==> config.mk <==
export PLATFORM = sky130hd
export DESIGN_NAME = complex_iir_filter_core
export DESIGN_NICKNAME = d
export VERILOG_FILES = /design/src/rtl/cifc_pkg.sv /design/src/rtl/cifc_mac.sv /design/src/rtl/cifc_seq.sv /design/src/rtl/complex_iir_filter_core.sv
export VERILOG_INCLUDE_DIRS = /design/src /design/src/rtl
export SDC_FILE = /design/constraint.sdc
export NUM_CORES = 2
export LEC_CHECK = 0
export BUFFER_PORTS_ARGS = -buffer_cell sky130_fd_sc_hd__buf_2
export CAP_MARGIN = 0
export CORE_MARGIN = 4
export CORE_UTILIZATION = 45
export CTS_CLUSTER_SIZE = 25
export DETAILED_ROUTE_END_ITERATION = 8
export PLACE_DENSITY = 0.65
export SLEW_MARGIN = 0
export SYNTH_ARGS = -nofsm -noshare
export SYNTH_HDL_FRONTEND = slang
export SYNTH_SLANG_ARGS = --single-unit
==> constraint.sdc <==
create_clock -name clk -period 13.6 [get_ports clk]
set_input_delay 2.04 -clock clk [delete_from_list [all_inputs] [get_ports clk]]
set_output_delay 2.04 -clock clk [all_outputs]
set_load 0.005 [all_outputs]
==> src/rtl/complex_iir_filter_core_assert.svh <==
// Assertion macros shared by the complex IIR filter RTL.
`ifndef COMPLEX_IIR_FILTER_CORE_ASSERT_SVH
`define COMPLEX_IIR_FILTER_CORE_ASSERT_SVH
`ifndef SYNTHESIS
`define CIFC_ASSERT(label, prop) \
  label: assert property (@(posedge clk) disable iff (rst) prop) \
    else $error("cifc: check failed");
`define CIFC_ASSERT_RST(label, prop) \
  label: assert property (@(posedge clk) prop) \
    else $error("cifc: reset check failed");
`else
`define CIFC_ASSERT(label, prop)
`define CIFC_ASSERT_RST(label, prop)
`endif
`endif

==> src/rtl/cifc_pkg.sv <==
// Shared constants, types and helper functions of the complex IIR filter.
package cifc_pkg;

  // filter order and storage
  localparam int ORDER      = 4;
  localparam int HIDX_W     = (ORDER > 1) ? $clog2(ORDER) : 1;
  localparam int STAGE_W    = $clog2(ORDER + 1);

  // configuration
  localparam int NUM_WORDS  = 6;
  localparam int WORD_W     = 63;
  localparam int COEF_W     = 21;
  localparam int NUM_SLOTS  = 18;
  localparam int SLOT_W     = 5;
  localparam int SHIFT_W    = 6;
  localparam int CFG_ADDR_W = 3;
  localparam logic [CFG_ADDR_W-1:0] REG_COEF_WORD_0 = 3'd0;
  localparam logic [CFG_ADDR_W-1:0] REG_NUM_SHIFT   = 3'd6;

  // coefficient slot bases
  localparam int SLOT_B_RE  = 0;
  localparam int SLOT_B_IM  = 5;
  localparam int SLOT_A_RE  = 8;
  localparam int SLOT_A_IM  = 12;

  // datapath widths
  localparam int SAMPLE_W   = 16;
  localparam int OUT_W      = 24;
  localparam int STATE_W    = 56;
  localparam int ACC_W      = 64;
  localparam int Y_SPLIT    = 28;
  localparam int OPND_W     = STATE_W - Y_SPLIT + 1;
  localparam int PROD_W     = COEF_W + OPND_W;
  localparam int HI_SHIFT   = Y_SPLIT - 16;
  localparam int LO_SHIFT   = 16;
  localparam int OUT_SHIFT  = 16;

  // micro-op sequence
  localparam int OPS_STAGE0 = 2;
  localparam int OPS_HALF   = 5;
  localparam int OPS_STAGE  = 2 * OPS_HALF;
  localparam int OP_W       = $clog2(OPS_STAGE);

  typedef logic [NUM_WORDS-1:0][WORD_W-1:0] coef_bank_t;
  typedef logic [NUM_SLOTS-1:0][COEF_W-1:0] coef_slots_t;

  typedef enum logic [2:0] {
    OPND_X,
    OPND_YR_HI,
    OPND_YR_LO,
    OPND_YI_HI,
    OPND_YI_LO
  } opnd_t;

  typedef enum logic [1:0] {
    TERM_BX,
    TERM_HI,
    TERM_LO
  } term_t;

  typedef struct packed {
    logic              vld;
    logic              first;
    logic              last;
    logic              imag;
    logic              to_y;
    logic              hist_zero;
    logic              neg;
    logic [SLOT_W-1:0] slot;
    opnd_t             opnd;
    term_t             term;
    logic [HIDX_W-1:0] ridx;
    logic [HIDX_W-1:0] widx;
  } mac_op_t;

  // Micro-op for step k of stage (stage 0 forms y, stage j updates s(j-1)).
  function automatic mac_op_t op_decode(input logic [STAGE_W-1:0] stage,
                                        input logic [OP_W-1:0] k);
    mac_op_t           o;
    logic [SLOT_W-1:0] j;
    logic              imag;
    logic [OP_W-1:0]   kk;
    o    = '0;
    j    = SLOT_W'(stage);
    imag = 1'b0;
    kk   = '0;
    o.opnd = OPND_X;
    o.term = TERM_BX;
    if (stage == '0) begin
      o.first = 1'b1;
      o.last  = 1'b1;
      o.to_y  = 1'b1;
      o.imag  = k[0];
      o.slot  = k[0] ? SLOT_W'(SLOT_B_IM) : SLOT_W'(SLOT_B_RE);
    end else begin
      imag        = (k >= OP_W'(OPS_HALF));
      kk          = imag ? (k - OP_W'(OPS_HALF)) : k;
      o.imag      = imag;
      o.ridx      = HIDX_W'(stage);
      o.widx      = HIDX_W'(stage - 1'b1);
      o.hist_zero = (stage == STAGE_W'(ORDER));
      case (kk)
        OP_W'(0): begin
          o.first = 1'b1;
          o.slot  = j + (imag ? SLOT_W'(SLOT_B_IM) : SLOT_W'(SLOT_B_RE));
        end
        OP_W'(1): begin
          o.slot = j + SLOT_W'(SLOT_A_RE);
          o.opnd = imag ? OPND_YI_HI : OPND_YR_HI;
          o.term = TERM_HI;
          o.neg  = 1'b1;
        end
        OP_W'(2): begin
          o.slot = j + SLOT_W'(SLOT_A_RE);
          o.opnd = imag ? OPND_YI_LO : OPND_YR_LO;
          o.term = TERM_LO;
          o.neg  = 1'b1;
        end
        OP_W'(3): begin
          o.slot = j + SLOT_W'(SLOT_A_IM);
          o.opnd = imag ? OPND_YR_HI : OPND_YI_HI;
          o.term = TERM_HI;
          o.neg  = imag;
        end
        OP_W'(4): begin
          o.slot = j + SLOT_W'(SLOT_A_IM);
          o.opnd = imag ? OPND_YR_LO : OPND_YI_LO;
          o.term = TERM_LO;
          o.neg  = imag;
          o.last = 1'b1;
        end
        default: begin
          o.slot = '0;
        end
      endcase
    end
    return o;
  endfunction

  // Saturate the accumulator to the signed state range.
  function automatic logic [STATE_W-1:0] sat_state(input logic [ACC_W-1:0] v);
    logic [STATE_W-1:0] r;
    if (v[ACC_W-1:STATE_W-1] == {(ACC_W-STATE_W+1){v[ACC_W-1]}}) begin
      r = v[STATE_W-1:0];
    end else if (v[ACC_W-1]) begin
      r = {1'b1, {(STATE_W-1){1'b0}}};
    end else begin
      r = {1'b0, {(STATE_W-1){1'b1}}};
    end
    return r;
  endfunction

  // Drop to 8 fraction bits and saturate to the output width.
  function automatic logic [OUT_W-1:0] sat_out(input logic [STATE_W-1:0] y);
    logic [OUT_W-1:0] r;
    if (y[STATE_W-1:OUT_W+OUT_SHIFT-1] ==
        {(STATE_W-OUT_W-OUT_SHIFT+1){y[STATE_W-1]}}) begin
      r = y[OUT_W+OUT_SHIFT-1:OUT_SHIFT];
    end else if (y[STATE_W-1]) begin
      r = {1'b1, {(OUT_W-1){1'b0}}};
    end else begin
      r = {1'b0, {(OUT_W-1){1'b1}}};
    end
    return r;
  endfunction

endpackage

==> src/rtl/cifc_mac.sv <==
// Shared multiplier, accumulator and filter state of the complex IIR filter.
`include "complex_iir_filter_core_assert.svh"

module cifc_mac (
  input  logic                                     clk,
  input  logic                                     rst,
  input  logic                                     load,
  input  logic signed [cifc_pkg::SAMPLE_W-1:0]     sample,
  input  cifc_pkg::coef_bank_t                     coef_bank,
  input  logic        [cifc_pkg::SHIFT_W-1:0]      num_shift,
  input  cifc_pkg::mac_op_t                        op,
  output logic        [cifc_pkg::STATE_W-1:0]      y_re,
  output logic        [cifc_pkg::STATE_W-1:0]      y_im
);
  import cifc_pkg::*;

  coef_slots_t               coef_slots;
  logic signed [COEF_W-1:0]  coef_s;
  logic signed [OPND_W-1:0]  opnd_s;
  logic signed [PROD_W-1:0]  prod;

  logic signed [SAMPLE_W-1:0] x_reg;
  logic signed [PROD_W-1:0]   p_reg;
  mac_op_t                    ctl_q;
  logic        [ACC_W-1:0]    acc;
  logic        [STATE_W-1:0]  yr;
  logic        [STATE_W-1:0]  yi;
  logic        [STATE_W-1:0]  hist_re [ORDER];
  logic        [STATE_W-1:0]  hist_im [ORDER];

  logic signed [ACC_W-1:0]    p_ext;
  logic signed [ACC_W-1:0]    term;
  logic        [STATE_W-1:0]  hist_val;
  logic        [ACC_W-1:0]    base;
  logic        [ACC_W-1:0]    sum;
  logic        [STATE_W-1:0]  sum_sat;

  // issue: coefficient and operand select, one multiply
  assign coef_slots = coef_slots_t'(coef_bank);

  always_comb begin
    if (op.slot < SLOT_W'(NUM_SLOTS)) begin
      coef_s = coef_slots[op.slot];
    end else begin
      coef_s = '0;
    end
    case (op.opnd)
      OPND_X:     opnd_s = {{(OPND_W-SAMPLE_W){x_reg[SAMPLE_W-1]}}, x_reg};
      OPND_YR_HI: opnd_s = {yr[STATE_W-1], yr[STATE_W-1:Y_SPLIT]};
      OPND_YR_LO: opnd_s = {1'b0, yr[Y_SPLIT-1:0]};
      OPND_YI_HI: opnd_s = {yi[STATE_W-1], yi[STATE_W-1:Y_SPLIT]};
      OPND_YI_LO: opnd_s = {1'b0, yi[Y_SPLIT-1:0]};
      default:    opnd_s = '0;
    endcase
  end

  assign prod = coef_s * opnd_s;

  // accumulate: scale the product, add to history or running sum
  assign p_ext = {{(ACC_W-PROD_W){p_reg[PROD_W-1]}}, p_reg};

  always_comb begin
    case (ctl_q.term)
      TERM_BX: term = p_ext >>> num_shift;
      TERM_HI: term = p_ext <<< HI_SHIFT;
      TERM_LO: term = p_ext >>> LO_SHIFT;
      default: term = '0;
    endcase
    if (ctl_q.hist_zero) begin
      hist_val = '0;
    end else if (ctl_q.imag) begin
      hist_val = hist_im[ctl_q.ridx];
    end else begin
      hist_val = hist_re[ctl_q.ridx];
    end
    base    = ctl_q.first ? {{(ACC_W-STATE_W){hist_val[STATE_W-1]}}, hist_val} : acc;
    sum     = ctl_q.neg ? (base - term) : (base + term);
    sum_sat = sat_state(sum);
  end

  always_ff @(posedge clk) begin
    if (rst) begin
      ctl_q <= '0;
    end else begin
      ctl_q <= op;
    end
  end

  always_ff @(posedge clk) begin
    p_reg <= prod;
    if (load) begin
      x_reg <= sample;
    end
    if (ctl_q.vld) begin
      acc <= sum;
      if (ctl_q.last && ctl_q.to_y) begin
        if (ctl_q.imag) begin
          yi <= sum_sat;
        end else begin
          yr <= sum_sat;
        end
      end
    end
  end

  always_ff @(posedge clk) begin
    if (rst) begin
      for (int i = 0; i < ORDER; i++) begin
        hist_re[i] <= '0;
        hist_im[i] <= '0;
      end
    end else if (ctl_q.vld && ctl_q.last && !ctl_q.to_y) begin
      if (ctl_q.imag) begin
        hist_im[ctl_q.widx] <= sum_sat;
      end else begin
        hist_re[ctl_q.widx] <= sum_sat;
      end
    end
  end

  assign y_re = yr;
  assign y_im = yi;

  // a new sample must not land while a micro-op is still in the pipe
  `CIFC_ASSERT(a_load_pipe_empty, load |-> (!ctl_q.vld && !op.vld))
  `CIFC_ASSERT_RST(a_rst_clears_pipe, rst |=> !ctl_q.vld)

endmodule

==> src/rtl/cifc_seq.sv <==
// Micro-op sequencer and handshake control of the complex IIR filter.
`include "complex_iir_filter_core_assert.svh"

module cifc_seq (
  input  logic              clk,
  input  logic              rst,
  input  logic              in_valid,
  output logic              in_stall,
  output logic              out_valid,
  input  logic              out_stall,
  output logic              load,
  output logic              out_load,
  output cifc_pkg::mac_op_t op
);
  import cifc_pkg::*;

  typedef enum logic [1:0] {
    S_IDLE,
    S_RUN,
    S_DONE
  } state_t;

  state_t             state;
  logic [STAGE_W-1:0] stage;
  logic [OP_W-1:0]    opi;

  assign in_stall = (state != S_IDLE);
  assign load     = in_valid && !in_stall;
  assign out_load = (state == S_DONE) && (!out_valid || !out_stall);

  always_comb begin
    op     = op_decode(stage, opi);
    op.vld = (state == S_RUN);
  end

  always_ff @(posedge clk) begin
    if (rst) begin
      state     <= S_IDLE;
      stage     <= '0;
      opi       <= '0;
      out_valid <= 1'b0;
    end else begin
      if (out_load) begin
        out_valid <= 1'b1;
      end else if (out_valid && !out_stall) begin
        out_valid <= 1'b0;
      end
      unique case (state)
        S_IDLE: begin
          if (load) begin
            stage <= '0;
            opi   <= '0;
            state <= S_RUN;
          end
        end
        S_RUN: begin
          if (stage == '0) begin
            if (opi == OP_W'(OPS_STAGE0 - 1)) begin
              stage <= STAGE_W'(1);
              opi   <= '0;
            end else begin
              opi <= opi + 1'b1;
            end
          end else if (opi == OP_W'(OPS_STAGE - 1)) begin
            if (stage == STAGE_W'(ORDER)) begin
              state <= S_DONE;
            end else begin
              stage <= stage + 1'b1;
              opi   <= '0;
            end
          end else begin
            opi <= opi + 1'b1;
          end
        end
        S_DONE: begin
          if (out_load) begin
            state <= S_IDLE;
          end
        end
        default: begin
          state <= S_IDLE;
        end
      endcase
    end
  end

  `CIFC_ASSERT(a_slot_range, op.vld |-> (op.slot < SLOT_W'(NUM_SLOTS)))
  `CIFC_ASSERT(a_done_after_last, (state == S_DONE) |-> (stage == STAGE_W'(ORDER)))
  `CIFC_ASSERT(a_result_from_done, $rose(out_valid) |-> $past(state == S_DONE))
  `CIFC_ASSERT_RST(a_rst_no_result, rst |=> !out_valid)

endmodule

==> src/rtl/complex_iir_filter_core.sv <==
// Top level of the fourth-order complex-coefficient IIR filter core.
//
// Fourth-order complex-coefficient IIR filter, transposed direct form II, on a
// real 16-bit input. Each sample x gives y = b0*x + s0; then every delay
// element is updated as s(j-1) = bj*x - aj*y + s(j). All arithmetic runs on
// one shared 21 x 29 bit signed multiplier followed by a 64-bit accumulator.
// A complex a*y product takes four real products, and each real product with
// the 56-bit y is done as two partial products (high and low halves of y), so
// one sample costs 2 multiplies for y plus 10 per stage, 42 multiplies in all.
// After a sample is accepted its micro-ops are issued in order; the accumulate
// stage drains after the last issue, and the result goes to the output
// register once that register is free. in_stall stays high while a sample is
// in work and while a finished result waits for a free output register.
// Coefficients come in six 63-bit words, three signed 21-bit fields each
// (b_re0..4, b_im0..4, a_re1..4, a_im1..4; b_im4 and a_re1 share one field);
// a is Q4.16, b*x is shifted right by num_shift into the 24-fraction-bit
// state. Outputs keep 8 fraction bits, saturated to 24 bits.
// Configuration writes are only legal while the core is idle.

module complex_iir_filter_core (
  input  logic                                   clk,
  input  logic                                   rst,
  input  logic                                   in_valid,
  output logic                                   in_stall,
  input  logic signed [cifc_pkg::SAMPLE_W-1:0]   sample,
  output logic                                   out_valid,
  input  logic                                   out_stall,
  output logic signed [cifc_pkg::OUT_W-1:0]      out_re,
  output logic signed [cifc_pkg::OUT_W-1:0]      out_im,
  input  logic                                   cfg_we,
  input  logic        [cifc_pkg::CFG_ADDR_W-1:0] cfg_addr,
  input  logic        [cifc_pkg::WORD_W-1:0]     cfg_wdata
);
  import cifc_pkg::*;

  coef_bank_t          coef_bank;
  logic [SHIFT_W-1:0]  num_shift;
  logic                load;
  logic                out_load;
  mac_op_t             op;
  logic [STATE_W-1:0]  y_re;
  logic [STATE_W-1:0]  y_im;

  // config registers: coefficient words at indexes 0..5, shift at 6;
  // index 7 is ignored
  always_ff @(posedge clk) begin
    if (rst) begin
      coef_bank <= '0;
      num_shift <= '0;
    end else if (cfg_we) begin
      if (cfg_addr < (REG_COEF_WORD_0 + CFG_ADDR_W'(NUM_WORDS))) begin
        coef_bank[cfg_addr] <= cfg_wdata;
      end else if (cfg_addr == REG_NUM_SHIFT) begin
        num_shift <= cfg_wdata[SHIFT_W-1:0];
      end
    end
  end

  // sequencer: handshakes and micro-op stream
  cifc_seq u_seq (
    .clk       (clk),
    .rst       (rst),
    .in_valid  (in_valid),
    .in_stall  (in_stall),
    .out_valid (out_valid),
    .out_stall (out_stall),
    .load      (load),
    .out_load  (out_load),
    .op        (op)
  );

  // shared multiply-accumulate unit, holds y and the delay line
  cifc_mac u_mac (
    .clk       (clk),
    .rst       (rst),
    .load      (load),
    .sample    (sample),
    .coef_bank (coef_bank),
    .num_shift (num_shift),
    .op        (op),
    .y_re      (y_re),
    .y_im      (y_im)
  );

  // output register; y is final long before the sequence ends
  always_ff @(posedge clk) begin
    if (out_load) begin
      out_re <= sat_out(y_re);
      out_im <= sat_out(y_im);
    end
  end

endmodule
; ---- Word-level counts from Yosys, hierarchy flattened
; Memory sizes are Yosys's and may differ from the RTL's. A register that Yosys moved wholly into a read port is not among the register bits.
; Cells that the tools add are included.
; Widths: inputs -> output; s select.
[word_totals]
n_memories = 2
inputBits = 87
word_cells = 180
ramBits = 448
register_bits = 695
[mem_list]
columns = name, depth, width, rd, rd_clocked_by_memory_dff, write_ports, line_no
row1 = u_mac.hist_im, 4, 56, 1, 1, 4, cifc_mac.sv:29  ; logic [STATE_W-1:0] hist_im [ORDER];
row2 = u_mac.hist_re, 4, 56, 1, 1, 4, cifc_mac.sv:28  ; logic [STATE_W-1:0] hist_re [ORDER];
[classes]
shift = 1
magnitude_cmp = 6
muxes = 72
add_sub_neg = 9
n_reduce_logical = 32
n_mul = 1
eq_ne = 28
bitwise_logic = 2
[ops]
columns = cell, count
row1 = $bwmux 378, 1
row2 = $mux 56, 6
row3 = $pmux 64 s3, 1
row4 = $demux 63 s3, 1
row5 = $pmux 29 s5, 1
row6 = $mux 64, 2
row7 = $reduce_or 56->1, 2
row8 = $bmux 21 s5, 1
row9 = $mux 24, 4
row10 = $add 64x64->64, 1
row11 = $sshr 50x6->64, 1
row12 = $sub 64x64->64, 1
row13 = $mux 63, 1
row14 = $mul 21x29->50, 1
row15 = $mux 21, 2
row16 = $eq 16x16->1, 2
row17 = $mux 3, 10
row18 = $mux 4, 6
row19 = $mux 2, 11
row20 = $pmux 5 s4, 1
row21 = $mux 1, 17
row22 = $pmux 5 s3, 1
row23 = $reduce_and 3->1, 4
row24 = $add 3x4->5 const B, 2
row25 = other kinds (41), 71

; ---- Longest topological paths before layout
[depth]
word_depth = 10
mapped_depth = 48
depth_no_buf = 43

; ---- By module
; A second synthesis with hierarchy kept.
[unflattened]
cells_unflattened = 8109
area_unflattened_um2 = 81384.3
[modules_own_cells]
columns = mod, instances, area_each_um2, cells_per_inst, seq_area_each_um2
row1 = cifc_mac, 1, 64755.9, 6092, 20479.6
row2 = complex_iir_filter_core, 1, 15458.6, 1855, 9128.8
row3 = cifc_seq, 1, 1169.9, 162, 200.2

; ---- Worst setup path before layout
; Ideal clock, no wire load.
[synth_path]
path_type = flip-flop to flip-flop
from = reg u_seq.opi[0]
to = reg u_mac.p_reg[35]
setup_slack_ns = 2.407
synth_period_minus_slack_ns = 11.193
t_required_ns = 13.528
path_buffers = 6
setup_ns = 0.072
t_arrival_ns = 11.121
stages_incl_launch_ff = 46
cell_sequence = dfxtp_1 clkbuf_1 inv_1 ha_1 nand2b_1 a21oi_1 clkinv_1 mux2i_1 o21a_1 o21ai_0 a31oi_1 clkbuf_1 buf_2 buf_2 mux2i_1 o21ai_0 clkbuf_1 clkbuf_1 [... 10 more ...] inv_1 fa_1 inv_1 fa_1 inv_1 ha_1 a21o_1 a21o_1 a21oi_1 nor2_1 a211o_1 a311o_1 a41o_1 a21oi_1 o21bai_1 a311o_1 a21oi_1 xnor2_1
[synth_via]
elab_chain_cells = 10
elab_cells_between_ends = 32
[synth_rtl]
columns = item, line_no
row1 = "start, declared", cifc_seq.sv:25  ; logic [OP_W-1:0] opi;
row2 = "start signal, assigned", cifc_seq.sv:62  ; opi <= opi + 1'b1;
row3 = "start signal, assigned", cifc_seq.sv:72  ; opi <= opi + 1'b1;
row4 = $sub 4x3->4 or $ge 4x3->1 (tied branches), "cifc_pkg.sv:97, cifc_pkg.sv:96"
row5 = $mux 4, cifc_pkg.sv:97  ; kk = imag ? (k - OP_W'(OPS_HALF)) : k;
row6 = $eq 4x2->1 (tied with other cells), cifc_pkg.sv:102  ; case (kk)
row7 = $reduce_or 2->1 (no source line), --
row8 = $pmux 5 s3, cifc_pkg.sv:102
row9 = $mux 5, cifc_pkg.sv:89  ; if (stage == '0) begin
row10 = $bmux 21 s5, cifc_mac.sv:43  ; coef_s = coef_slots[op.slot];
row11 = $mux 21 (implied by the code), cifc_mac.sv:43
row12 = $mux 21, cifc_mac.sv:42  ; if (op.slot < SLOT_W'(NUM_SLOTS)) begin
row13 = $mul 21x29->50 *, cifc_mac.sv:57  ; assign prod = coef_s * opnd_s;
row14 = via u_mac.prod[35], cifc_mac.sv:20  ; logic signed [PROD_W-1:0] prod;
row15 = "end signal, assigned", cifc_mac.sv:90  ; p_reg <= prod;
row16 = "end, declared", cifc_mac.sv:23  ; logic signed [PROD_W-1:0] p_reg;
; Mark *: on every way through the listed nets, which the timed path passes. The rest lies on a longest branch. The select of a mux whose other input is x is not followed.
; A chain may end at the register's enable or synchronous reset.

; ---- Final worst setup path
[layout_path]
from = reg u_seq.opi[0]
to = reg u_mac.p_reg[47]
; Same word-level chain as after synthesis.

==> flow_summary_export.csv <==
group,metric,value,unit
finish,largest_register_ffs,378,
placement,place_area,84900,um2
timing,hold_viol,0,
floorplanning,fp.dieH,434,um
job,max_cap_violations,0,
timing,period_needed,12.25,ns
finish,largest_register,"coef_bank",
finish,final_util,49.2,%
floorplanning,ios,137,
route,dr_total_vias,64600,
worst_setup_path,arrival,12.98,ns
finish,multi_input_area,46300,um2
route,wl,286000,um
finish,fin_area,88900,um2
clocking,cts.repair.resized,0,
clocking,clk_path_buf_depth,3,
power,p_per_area,156,nW/um2
finish,drive_above_1_share,12.0,%
timing,worst_pin_slew,1.32,ns
global_route,grt.total_usage,30.2,%
global_route,grt_first_pass_wirelength,427000,um
finish,n_fill_cell,16500,
finish,final_cell_mix,"nand2_1 (1359), inv_1 (891), edfxtp_1 (688)",
worst_setup_path,cp_max_fo,16,
yosys,avgSynthCellArea,10.0,um2
route,drc,0,
clocking,postCtsHoldBufs,0,
floorplanning,dieWidth,434,um
worst_hold_path,min_path_type,"reg2reg",
power,leakage,35.1,nW
placement,dp_hpwl,196000,um
yosys,synth_cell_types,100,
power,ir_drop,125,uV
worst_setup_path,crit_required,14.32,ns
worst_setup_path,cpMostUsedCell,"inv_1",
placement,portBuffers,136,
placement,gp_congestion,0.997,
floorplanning,core,181000,um2
clocking,worstSkewPairLatency,0.82,ns
yosys,ys_warn_count,0,
timing,tns,0,ns
timing,skew,0.0988,ns
yosys,synth_edf_count,688,
route,vias_per_cell,6.17,
finish,layout.nets,8899,
yosys,synth_cells,8154,
yosys,yosysSeqAreaShare,36.5,%
route,wl_per_cell,27.3,um
route,drtPass1Iterations,6,
route,drt-initial-drc-count,6849,
floorplanning,die_area,188000,um2
timing,setup_viol,0,
clocking,tritoncts,"yes",
clocking,cts_buffers,120,
worst_setup_path,slowest_delay,0.86,ns
finish,top_regs,"coef_bank x378, u_mac.hist_im x224, u_mac.hist_re x224",
finish,final_common_cell,"nand2_1",
worst_setup_path,end_kind,"flop",
timing,fmax,0.0816,GHz
global_route,grt_pass1_vias,65700,
clocking,post-cts-setup-buffers,0,
global_route,grt_max_degree,162,
yosys,ys_seq_elements,1145,
floorplanning,num_rows,156,
worst_setup_path,critical_path_class,"reg2reg",
finish,synthToLayoutAreaGrowth,8.85,%
clocking,cts_root_buf,"clkbuf_16",
worst_setup_path,crit_buf_inv,10,
worst_setup_path,r2r_slack,1.35,ns
timing,drv_slew,0,
yosys,synth_area,81700,um2
global_route,antenna_found_initial,29,
yosys,syn_nets,9052,
outcome,status,"finished clean",
route,postRouteAntennaNets,0,
clocking,cts.sinks,1145,
finish,regArea,29800,um2
timing,finalCritPeriodShare,90.1,%
worst_setup_path,critPathTopFamily,"compound AO/OA/AOI/OAI gates",
timing,rsz0062_at_grt,"false",
yosys,synth_ff_type,"edfxtp_1",
timing,holdWs,0.451,ns
yosys,ys_async_sr_fraction,0,%
floorplanning,start_util,45.2,%
worst_setup_path,slowest_stage,"a31oi_4",
worst_setup_path,start_kind,"flop",
clocking,clkTransAtPathRegs,0.06,ns
global_route,grt_overflow,0,
clocking,htree_levels,3,
timing,maxSlewHeadroom,11.5,%
routing by layer:
layer	routed length (um)	track usage [%]
met1	111000	39.1
met2	130000	47.4
met3	27900	6.69
met4	17700	16.0
met5	138	0
power breakdown:
part | internal [mW] | switching (mW) | total (mW)
sequential | 4.04 | 0.345 | 4.39
clock | 1.89 | 1.48 | 3.37
combinational | 1.88 | 4.22 | 6.09
total | 7.81 | 6.04 | 13.9
synth_stat cells (42+ instances only):
library cell / instances / area [um2]
a31oi_1: 49 / 307
fa_1: 612 / 12300
o21ai_0: 225 / 1130
clkbuf_1: 465 / 1750
ha_1: 199 / 2490
buf_2: 71 / 355
inv_1: 891 / 3340
o21a_1: 56 / 420
nor2b_1: 52 / 325
nand2_1: 1369 / 5140
nor2_1: 379 / 1420
a21o_1: 52 / 390
o31ai_1: 399 / 3000
and2_1: 55 / 344
nand2b_1: 80 / 500
nand3_1: 61 / 305
edfxtp_1: 688 / 20700
a21oi_1: 599 / 3000
xnor2_1: 104 / 911
xor2_1: 74 / 648
buf_1: 47 / 176
o41ai_1: 61 / 534
o211ai_1: 42 / 315
dfxtp_1: 457 / 9150
mux4_2: 269 / 6060
mux2i_1: 198 / 1980
o2bb2ai_1: 55 / 482
worst reg2reg max path, delay by kind of cell, from the launching register on:
kind,cells,cell delay (ns)
adder cells (fa/ha/maj),9,3.76
buffers and inverters,10,1.44
multiplexers,3,1.18
flip-flops,1,0.41
AND/OR/NAND/NOR,5,0.54
AO/OA/AOI/OAI,14,4.70
XOR/XNOR,1,0.16
worst paths after layout:
path                                      from              end  depth (start not counted)
worst max-delay path              u_seq.opi[0]  u_mac.p_reg[47]                         42
worst min-delay path            coef_bank[124]   coef_bank[124]                          2
worst min register to register  coef_bank[124]   coef_bank[124]                          2
worst max register to register    u_seq.opi[0]  u_mac.p_reg[47]                         42
per-stage QoR:
step	power (mW)	std cells	setup slack [ns]
3_5_place_dp	10.4	10200	1.39
2_1_floorplan	8.06	8154	2.41
3_3_place_gp	10.3	10200	1.61
6_report	13.9	10500	1.35
5_1_grt	14.5	10500	0.573
4_1_cts	13.7	10500	1.37
cell type report:
class	instances	area share, %
tap	2370	3.33
sequential	1145	33.5
timing repair buffer	351	2.73
multi-input combinational	5486	52.1
clock buffer	153	3.79
clock inverter	68	0.716
antenna	12	0.0338
inverter	897	3.79
kinds of logic after synthesis:
family	after synthesis	share of synthesized area, %
buffers and inverters	1523	7.38
AND/OR/NAND/NOR	2211	11.6
flip-flops	1145	36.5
multiplexers	500	10.3
adder cells (fa/ha/maj)	811	18.0
AO/OA/AOI/OAI	1786	14.3
XOR/XNOR	178	1.91
Power figures use the tool's default switching activity.
